$ cat config.mk
export PLATFORM = sky130hd
export DESIGN_NAME = cpu_tick_scheduler
export DESIGN_NICKNAME = d
export VERILOG_FILES = /design/src/sv/cts_pkg.sv /design/src/sv/cpu_tick_scheduler.sv /design/src/sv/cts_ctrl.sv /design/src/sv/cts_dp.sv
export SDC_FILE = /design/constraint.sdc
export NUM_CORES = 2
export LEC_CHECK = 0
export ABC_AREA = 0
export BUFFER_PORTS_ARGS = -buffer_cell sky130_fd_sc_hd__buf_2
export CAP_MARGIN = 5
export CORE_MARGIN = 2
export CORE_UTILIZATION = 55
export DETAILED_ROUTE_END_ITERATION = 6
export GPL_TIMING_DRIVEN = 0
export HOLD_SLACK_MARGIN = 0.03
export PLACE_DENSITY = 0.72
export SKIP_LAST_GASP = 1
export SYNTH_ARGS = -nofsm -noshare
export SYNTH_HDL_FRONTEND = slang
export SYNTH_SLANG_ARGS = --single-unit
$ cat constraint.sdc
create_clock -name clk -period 14.19 [get_ports clk]
set_clock_uncertainty 0.2 [all_clocks]
set_input_delay 1.419 -clock clk [delete_from_list [all_inputs] [get_ports clk]]
set_output_delay 1.419 -clock clk [all_outputs]
set_load 0.005 [all_outputs]
$ cat src/sv/cts_pkg.sv
`default_nettype none
package cts_pkg;
	localparam int NPROC = 16;
	localparam int SW = 4;
	localparam int CW = 5;

	localparam logic [1:0] POL_FIFO = 2'd0;
	localparam logic [1:0] POL_SRT  = 2'd1;
	localparam logic [1:0] POL_RR   = 2'd2;
	localparam logic [1:0] POL_PRI  = 2'd3;

	localparam logic CMD_LOAD = 1'b0;
	localparam logic CMD_TICK = 1'b1;

	localparam logic [0:0] REG_POLICY  = 1'd0;
	localparam logic [0:0] REG_QUANTUM = 1'd1;

	typedef struct packed {
		logic load;
		logic any_scan;
		logic compact;
		logic arrive;
		logic pick;
		logic rr_fix;
		logic finish;
		logic done_tick;
	} cts_cmd_t;

	typedef struct packed {
		logic last;
		logic any_burst;
		logic rr_need;
	} cts_stat_t;
endpackage
`default_nettype wire

$ cat src/sv/cpu_tick_scheduler.sv
`default_nettype none
// channel | dir | handshake           | payload
// in      | in  | in_valid/in_stall   | cmd slot_index arrival_time burst_length priority_level
// out     | out | out_valid/out_stall | run_slot cpu_idle all_done tick_time
// cfg     | in  | APB psel/penable    | policy_mode (0x0), time_quantum (0x4)
// A load is written to the slot tables as it is accepted and leaves the block idle.
// A tick holds the input through a burst scan (a done tick ends there), queue
// compaction, an arrival scan, round robin fixup (round robin only), a minimum
// search (shortest remaining and priority; a single pick step otherwise) and a
// result step, and then returns to idle, where it can take the next command.
// Reset clears all slot tables by clearing bursts, arrivals and priorities.
// A result held by out_stall blocks only the end of the next tick; a done tick
// that meets a held result rescans the slots and ends on a later scan.
module cpu_tick_scheduler (
	input  wire logic        clk,
	input  wire logic        arst_n,
	input  wire logic        in_valid,
	output logic             in_stall,
	input  wire logic        cmd,
	input  wire logic [3:0]  slot_index,
	input  wire logic [15:0] arrival_time,
	input  wire logic [15:0] burst_length,
	input  wire logic [7:0]  priority_level,
	output logic             out_valid,
	input  wire logic        out_stall,
	output logic [3:0]       run_slot,
	output logic             cpu_idle,
	output logic             all_done,
	output logic [15:0]      tick_time,
	input  wire logic        psel,
	input  wire logic        penable,
	input  wire logic        pwrite,
	input  wire logic [2:0]  paddr,
	input  wire logic [31:0] pwdata,
	output logic [31:0]      prdata,
	output logic             pready
);
	import cts_pkg::*;

	cts_cmd_t  c;
	cts_stat_t s;
	logic res_load;
	logic [1:0] pol_q;
	logic [7:0] tq_q;
	logic busy;

	assign pready = 1'b1;
	assign busy = out_valid && out_stall;

	always_ff @(posedge clk or negedge arst_n) begin
		if (!arst_n) begin
			pol_q <= POL_FIFO; tq_q <= 8'd1; out_valid <= 1'b0;
		end else begin
			if (psel && penable && pwrite) begin
				// decode the register index from the word address
				if (paddr[2] == REG_POLICY) pol_q <= pwdata[1:0];
				else tq_q <= pwdata[7:0];
			end
			if (res_load) out_valid <= 1'b1;
			else if (!out_stall) out_valid <= 1'b0;
		end
	end

	always_comb begin
		prdata = '0;
		if (paddr[2] == REG_QUANTUM) prdata[7:0] = tq_q;
		else prdata[1:0] = pol_q;
	end

	cts_ctrl u_ctrl (
		.clk, .arst_n, .in_valid, .in_cmd(cmd), .in_stall,
		.out_busy(busy), .cmd(c), .st(s), .res_load
	);

	cts_dp u_dp (
		.clk, .arst_n, .cmd(c), .st(s), .slot_index, .arrival_time, .burst_length,
		.priority_level, .policy_mode(pol_q), .time_quantum(tq_q),
		.r_slot(run_slot), .r_idle(cpu_idle), .r_done(all_done), .r_time(tick_time)
	);
endmodule
`default_nettype wire

$ cat src/sv/cts_ctrl.sv
`default_nettype none
module cts_ctrl (
	input  wire logic              clk,
	input  wire logic              arst_n,
	input  wire logic              in_valid,
	input  wire logic              in_cmd,
	output logic                   in_stall,
	input  wire logic              out_busy,
	output cts_pkg::cts_cmd_t      cmd,
	input  wire cts_pkg::cts_stat_t st,
	output logic                   res_load
);
	import cts_pkg::*;

	localparam logic [2:0] S_IDLE = 3'd0;
	localparam logic [2:0] S_ANY  = 3'd1;
	localparam logic [2:0] S_CMP  = 3'd2;
	localparam logic [2:0] S_ARR  = 3'd3;
	localparam logic [2:0] S_RR   = 3'd4;
	localparam logic [2:0] S_PICK = 3'd5;
	localparam logic [2:0] S_FIN  = 3'd6;

	logic [2:0] state_q;
	logic go;

	assign in_stall = (state_q != S_IDLE);
	assign go = in_valid && !in_stall;

	always_comb begin
		cmd = '0;
		res_load = 1'b0;
		case (state_q)
			S_IDLE: cmd.load = go && (in_cmd == CMD_LOAD);
			S_ANY: begin
				cmd.any_scan = 1'b1;
				if (st.last && !st.any_burst && !out_busy) begin
					cmd.done_tick = 1'b1;
					res_load = 1'b1;
				end
			end
			S_CMP: cmd.compact = 1'b1;
			S_ARR: cmd.arrive = 1'b1;
			S_RR: cmd.rr_fix = 1'b1;
			S_PICK: cmd.pick = 1'b1;
			S_FIN: if (!out_busy) begin
				cmd.finish = 1'b1;
				res_load = 1'b1;
			end
			default: ;
		endcase
	end

	always_ff @(posedge clk or negedge arst_n) begin
		if (!arst_n) begin
			state_q <= S_IDLE;
		end else begin
			case (state_q)
				S_IDLE: if (go && in_cmd == CMD_TICK) state_q <= S_ANY;
				S_ANY: if (st.last) begin
					if (st.any_burst) state_q <= S_CMP;
					else if (!out_busy) state_q <= S_IDLE;
				end
				S_CMP: if (st.last) state_q <= S_ARR;
				S_ARR: if (st.last) state_q <= st.rr_need ? S_RR : S_PICK;
				S_RR: if (st.last) state_q <= S_PICK;
				S_PICK: if (st.last) state_q <= S_FIN;
				S_FIN: if (!out_busy) state_q <= S_IDLE;
				default: state_q <= S_IDLE;
			endcase
		end
	end
endmodule
`default_nettype wire

$ cat src/sv/cts_dp.sv
`default_nettype none
module cts_dp (
	input  wire logic              clk,
	input  wire logic              arst_n,
	input  wire cts_pkg::cts_cmd_t cmd,
	output cts_pkg::cts_stat_t     st,
	input  wire logic [3:0]        slot_index,
	input  wire logic [15:0]       arrival_time,
	input  wire logic [15:0]       burst_length,
	input  wire logic [7:0]        priority_level,
	input  wire logic [1:0]        policy_mode,
	input  wire logic [7:0]        time_quantum,
	output logic [3:0]             r_slot,
	output logic                   r_idle,
	output logic                   r_done,
	output logic [15:0]            r_time
);
	import cts_pkg::*;

	logic [15:0] burst_q [NPROC];
	logic [15:0] arr_q [NPROC];
	logic [7:0]  pri_q [NPROC];
	logic [SW-1:0] ord_q [NPROC];
	logic [CW-1:0] cnt_q;
	logic [15:0] time_q;
	logic        rrv_q;
	logic [SW-1:0] rrc_q;
	logic [7:0]  rrq_q;

	// shared step counter, reset between phases on last
	logic [CW-1:0] i_q;
	logic [CW-1:0] n_q;
	logic          any_q;
	logic          have_q;
	logic [15:0]   best_q;
	logic [SW-1:0] sel_q;
	// rr fixup: 0 remove, 1 push-back, 2 take front
	logic [1:0]    rph_q;
	logic          rfound_q;
	// finished non-rr pick (sel_q) still waiting to leave the queue
	logic          drop_q;

	logic [SW-1:0] islot;
	logic          qhas;
	logic [SW-1:0] oi;
	logic [15:0]   v;
	logic          rr_expire, rr_gone;
	logic [7:0]    qload;
	logic          keep;

	assign islot = i_q[SW-1:0];
	assign oi = ord_q[islot];
	assign v = (policy_mode == POL_SRT) ? burst_q[oi] : {8'd0, pri_q[oi]};
	assign rr_gone = rrv_q && burst_q[rrc_q] == 16'd0;
	assign rr_expire = rrv_q && rrq_q == 8'd0;
	assign qload = (time_quantum == 8'd0) ? 8'd1 : time_quantum;
	assign keep = burst_q[oi] != 16'd0 && !(drop_q && oi == sel_q);

	always_comb begin
		qhas = 1'b0;
		for (int k = 0; k < NPROC; k++)
			if (CW'(k) < cnt_q && ord_q[k] == islot) qhas = 1'b1;
	end

	always_comb begin
		st.rr_need = (policy_mode == POL_RR);
		st.any_burst = any_q || burst_q[islot] != 16'd0;
		st.last = 1'b0;
		if (cmd.any_scan || cmd.arrive) st.last = (i_q == CW'(NPROC - 1));
		else if (cmd.compact || cmd.pick) st.last = (i_q >= cnt_q);
		else if (cmd.rr_fix) st.last = (rph_q == 2'd2);
		if (cmd.pick && policy_mode != POL_SRT && policy_mode != POL_PRI) st.last = 1'b1;
	end

	always_ff @(posedge clk or negedge arst_n) begin
		if (!arst_n) begin
			for (int k = 0; k < NPROC; k++) begin
				burst_q[k] <= '0;
				arr_q[k] <= '0;
				pri_q[k] <= '0;
				ord_q[k] <= '0;
			end
			r_slot <= '0; r_idle <= 1'b0; r_done <= 1'b0; r_time <= '0;
		end else begin
			if (cmd.load) begin
				arr_q[slot_index] <= arrival_time;
				burst_q[slot_index] <= burst_length;
				pri_q[slot_index] <= priority_level;
			end
			if (cmd.compact && i_q < cnt_q && keep)
				ord_q[n_q[SW-1:0]] <= oi;
			if (cmd.arrive && arr_q[islot] == time_q && burst_q[islot] != 16'd0 && !qhas
					&& cnt_q < CW'(NPROC))
				ord_q[cnt_q[SW-1:0]] <= islot;
			// close the gap from the found entry onward
			if (cmd.rr_fix && rph_q == 2'd0 && (rr_gone || rr_expire)
					&& (rfound_q || oi == rrc_q) && i_q + 1'b1 < cnt_q)
				ord_q[islot] <= ord_q[islot + 1'b1];
			if (cmd.rr_fix && rph_q == 2'd1 && rr_expire && !rr_gone)
				ord_q[cnt_q[SW-1:0]] <= rrc_q;
			if (cmd.finish) begin
				r_slot <= have_q ? sel_q : '0;
				r_idle <= !have_q;
				r_done <= 1'b0;
				r_time <= time_q;
				if (have_q && burst_q[sel_q] != 16'd0) burst_q[sel_q] <= burst_q[sel_q] - 1'b1;
			end
			if (cmd.done_tick) begin
				r_slot <= '0;
				r_idle <= 1'b1;
				r_done <= 1'b1;
				r_time <= time_q;
			end
		end
	end

	// a non-rr pick that finishes is flagged here and dropped by the next
	// tick's compaction, before anything else reads the queue
	always_ff @(posedge clk or negedge arst_n) begin
		if (!arst_n) begin
			cnt_q <= '0; time_q <= '0; rrv_q <= 1'b0; rrc_q <= '0; rrq_q <= '0;
			i_q <= '0; n_q <= '0; any_q <= 1'b0; have_q <= 1'b0; best_q <= '0;
			sel_q <= '0; rph_q <= '0; rfound_q <= 1'b0; drop_q <= 1'b0;
		end else begin
			if (cmd.any_scan) begin
				any_q <= st.any_burst;
				i_q <= st.last ? '0 : i_q + 1'b1;
				n_q <= '0;
			end
			if (cmd.compact) begin
				if (st.last) begin
					cnt_q <= n_q; i_q <= '0; any_q <= 1'b0; drop_q <= 1'b0;
				end else begin
					if (keep) n_q <= n_q + 1'b1;
					i_q <= i_q + 1'b1;
				end
			end
			if (cmd.arrive) begin
				if (arr_q[islot] == time_q && burst_q[islot] != 16'd0 && !qhas
						&& cnt_q < CW'(NPROC))
					cnt_q <= cnt_q + 1'b1;
				i_q <= st.last ? '0 : i_q + 1'b1;
				rph_q <= '0; rfound_q <= 1'b0; have_q <= 1'b0;
			end
			if (cmd.rr_fix) begin
				case (rph_q)
					2'd0: begin
						if (!(rr_gone || rr_expire) || i_q >= cnt_q) begin
							if (rfound_q) cnt_q <= cnt_q - 1'b1;
							rph_q <= 2'd1; i_q <= '0;
						end else begin
							if (oi == rrc_q) rfound_q <= 1'b1;
							i_q <= i_q + 1'b1;
						end
					end
					2'd1: begin
						if (rr_expire && !rr_gone) cnt_q <= cnt_q + 1'b1;
						rph_q <= 2'd2;
					end
					default: begin
						if (!rrv_q || rrq_q == 8'd0 || burst_q[rrc_q] == 16'd0) begin
							if (cnt_q != '0) begin
								rrc_q <= ord_q[0]; rrv_q <= 1'b1; rrq_q <= qload;
							end else rrv_q <= 1'b0;
						end
						rph_q <= '0; rfound_q <= 1'b0;
					end
				endcase
			end
			if (cmd.pick) begin
				case (policy_mode)
					POL_FIFO: begin
						have_q <= cnt_q != '0; sel_q <= ord_q[0]; i_q <= '0;
					end
					POL_RR: begin
						have_q <= rrv_q; sel_q <= rrc_q;
					end
					default: begin
						if (st.last) i_q <= '0;
						else begin
							if (!have_q || v < best_q) begin
								best_q <= v; sel_q <= oi; have_q <= 1'b1;
							end
							i_q <= i_q + 1'b1;
						end
					end
				endcase
				rfound_q <= 1'b0;
			end
			if (cmd.finish) begin
				if (have_q && policy_mode == POL_RR && rrq_q != 8'd0) rrq_q <= rrq_q - 1'b1;
				if (have_q && policy_mode != POL_RR && burst_q[sel_q] <= 16'd1) drop_q <= 1'b1;
				if (time_q != 16'hFFFF) time_q <= time_q + 1'b1;
			end
		end
	end
endmodule
`default_nettype wire
==> results.py <==
metrics = {
    "layout": {
        "multi_input_area_um2": 25700,
        "layout-drive-gt1-share_pct": 26.7,
        "final-instance-count-excl-fill": 5882,
        "areaGrowthSynthToFinish_pct": 11.7,
        "final_common_cell": "dfrtp_1",
        "finalNetCount": 4772,
        "final_cell_mix": "809 x dfrtp_1, 676 x mux2_2, 587 x nand2_1",
        "nFillCells": 7078,
        "register_area_um2": 20300,
    },
    "timing": {
        "slew-limit-headroom_pct": 4.10,
        "hold_viol": 0,
        "fmax_mhz": 103,
        "setup_viol": 0,
        "rsz0062_at_grt": "no",
        "timing.final.crit_share_pct": 68.7,
        "worst_pin_slew_ns": 1.43,
        "worst_slack_ns": 4.44,
        "whs_ns": 0.262,
        "min_period_ns": 9.75,
        "report.final.slew_viol_count": 0,
    },
    "pwr": {
        "p_leak_nw": 24.1,
        "p_per_area_nw_per_um2": 196,
        "ir_drop_uv": 131,
        "power_mw": 10.5,
    },
    "global_routing": {
        "grt_pass1_wl_mm": 280,
        "grt_use_total_pct": 43.1,
        "antenna_found_initial": 9,
        "grt_pass1_vias": 39900,
        "grt_max_degree": 119,
        "grt_remaining_overflow": 0,
    },
    "floorplanning": {
        "core_area_um2": 86500,
        "die-area_um2": 89500,
        "die_h_um": 299,
        "rows": 108,
        "start_util_pct": 55.4,
        "fp.dieW_um": 299,
        "io-pin-count": 144,
    },
    "cts": {
        "post_cts_buffers": 0,
        "path_clk_slew_ns": 0.06,
        "cts-root-buf": "clkbuf_16",
        "cts_hold_buf": 0,
        "tritoncts": "yes",
        "htree_levels": 3,
        "clock-sinks": 810,
        "numCtsBuffers": 91,
        "clk_latency_ns": 0.70,
        "cts_buffer_depth": 3,
        "cts_resized": 0,
    },
    "synth": {
        "syn_inst": 4421,
        "synth_seq_cells": 810,
        "synth_seq_area_share_pct": 42.3,
        "synth_ff_type": "dfrtp_1",
        "yosysTopAreaCell": "dfrtp_1",
        "yosys-top-cells-area": "dfrtp_1 42%, mux2_2 16%, mux4_2 9.7%",
        "async_flop_share_pct": 100,
        "synth_top_area_share_pct": 42.3,
        "ys_warn_count": 0,
        "synth_cell_types": 90,
        "syn_area_um2": 47900,
        "syn_avg_cell_area_um2": 10.8,
        "synth_edf_count": 0,
    },
    "place": {
        "pre_cts_ws_ns": 5.08,
        "dp_cells": 5702,
        "routabilityCongestion": 1.08,
        "numPortBuffers": 91,
        "dp_hpwl_mm": 142,
    },
    "setup_path": {
        "cp_common_cell": "clkbuf_1",
        "rr_worst_depth": 25,
        "slowest_stage": "a22oi_1",
        "arrival_ns": 10.10,
        "crit_family": "buffers and inverters",
        "timing.critical_path.buf_inv": 6,
        "worstSetupEndpointType": "flop",
        "start_kind": "flop",
        "critPathRequiredTime_ns": 14.54,
        "path_class": "reg2reg",
        "cpPeakStageDelay_ns": 1.13,
        "worst-path-max-fanout": 10,
        "path_depth": 25,
    },
    "detailed_routing": {
        "routed_via_density": 6.89,
        "wl_met1_mm": 73.0,
        "wl_met3_mm": 21.3,
        "route.detailed.drc": 2,
        "vias": 40500,
        "wirelength_mm": 193,
        "highest_layer": "met5",
        "drt-initial-drc-count": 5374,
        "dr.pass1.iters": 7,
        "wl_per_cell_um": 32.8,
        "wl_met2_mm": 85.1,
        "antenna_left": 0,
    },
    "min_path": {
        "hold_path_depth": 2,
        "hp-class": "reg2reg",
    },
    "job": {
        "maxCapViolations": 0,
    },
    "outcome": {
        "violations": "design-rule violations",
        "outcome": "complete, but fails checks",
    },
}
-- cell usage after synthesis (20+ instances only) --
cell      instances
buf_2            46
nand3_1         112
a211oi_1         20
o22ai_1          32
dfrtp_1         809
nand4_1          58
nand2_1         587
and3_1           33
xnor2_1          79
mux4_2          206
xor2_1           37
buf_4            34
a32oi_1          20
and2_1           34
ha_1             43
a21oi_1         122
a31oi_1          24
clkbuf_1        257
mux2i_1         155
nor4_1           77
nor3_1           43
o21ai_0         299
inv_1            56
buf_1            41
o21ai_1          22
nor2_1          178
a311oi_1         26
mux2_2          676
-- flip-flops by register name, summed over array words and instances (netlist names), 5 cells and up --
signal        flops
u_dp.rrq_q        8
u_dp.i_q          5
u_dp.cnt_q        5
u_dp.arr_q      256
u_dp.ord_q       64
u_dp.n_q          5
u_dp.best_q      16
u_dp.pri_q      128
u_dp.burst_q    256
tq_q              8
u_dp.r_time      16
u_dp.time_q      16
-- through the flow --
stage	cell area, um^2	utilization (%)	setup TNS, ns
floorplan	48000	-	0
global placement	49900	57.7	-5081.74
detailed placement	50200	58.0	0
CTS	53400	61.8	0
global route	53500	61.8	0
finish	53500	61.9	0
-- final timing paths --
check,start,end,slack (ns)
max reg2reg,u_dp.i_q[0],u_dp.best_q[10],4.44
max in group asynchronous,arst_n,u_dp.arr_q[86],11.60
min reg2reg,u_dp.r_time[7],u_dp.r_time[7],0.26
min in group asynchronous,arst_n,u_dp.r_time[6],0.47
min,u_dp.r_time[7],u_dp.r_time[7],0.26
max,u_dp.i_q[0],u_dp.best_q[10],4.44
-- power by group --
part	switching, mW	internal (mW)	total, mW
clock network	1.06	1.54	2.60
logic	3.31	1.61	4.92
registers	0.334	2.63	2.96
total	4.71	5.77	10.5
-- metal layers --
layer | GRT usage [%] | up-vias
met2 | 64.7 | 2678
met1 | 56.1 | 20500
li1 | - | 16600
met5 | 0 | -
met3 | 11.3 | 697
met4 | 26.2 | 4
-- cell type report --
cell class	instances	share of cell area (%)
timing repair buffer	105	1.42
clock inverter	46	1.37
inverter	59	0.414
sequential	810	37.9
buffer	392	3.30
clock buffer	124	4.73
antenna	8	0.0374
tap	1155	2.70
multi-input combinational	3183	48.1
-- worst register-to-register path: cells and delay by family, from the launching register on --
| kind | cells | cell delay, ns |
|---|---|---|
| compound gates | 11 | 3.17 |
| buf+inv | 6 | 3.45 |
| mux | 2 | 0.94 |
| fa+ha+maj | 1 | 0.39 |
| flops | 1 | 0.60 |
| simple gates | 5 | 0.89 |
-- logic make-up (layout without fill, tap and decap cells) --
family / Yosys count / after routing / synth area share [%]
other: 2 / 33 / 0.0157
and+or+nand+nor: 1223 / 1223 / 11.8
adders and majority gates: 43 / 43 / 1.12
muxes: 1041 / 1041 / 28.9
DFF: 810 / 810 / 42.3
xor gates and xnor gates: 116 / 116 / 2.12
buffers and inverters: 451 / 726 / 4.14
AOI/OAI and AO/OA: 735 / 735 / 9.58
No activity file was read; power rests on OpenSTA's default activity.
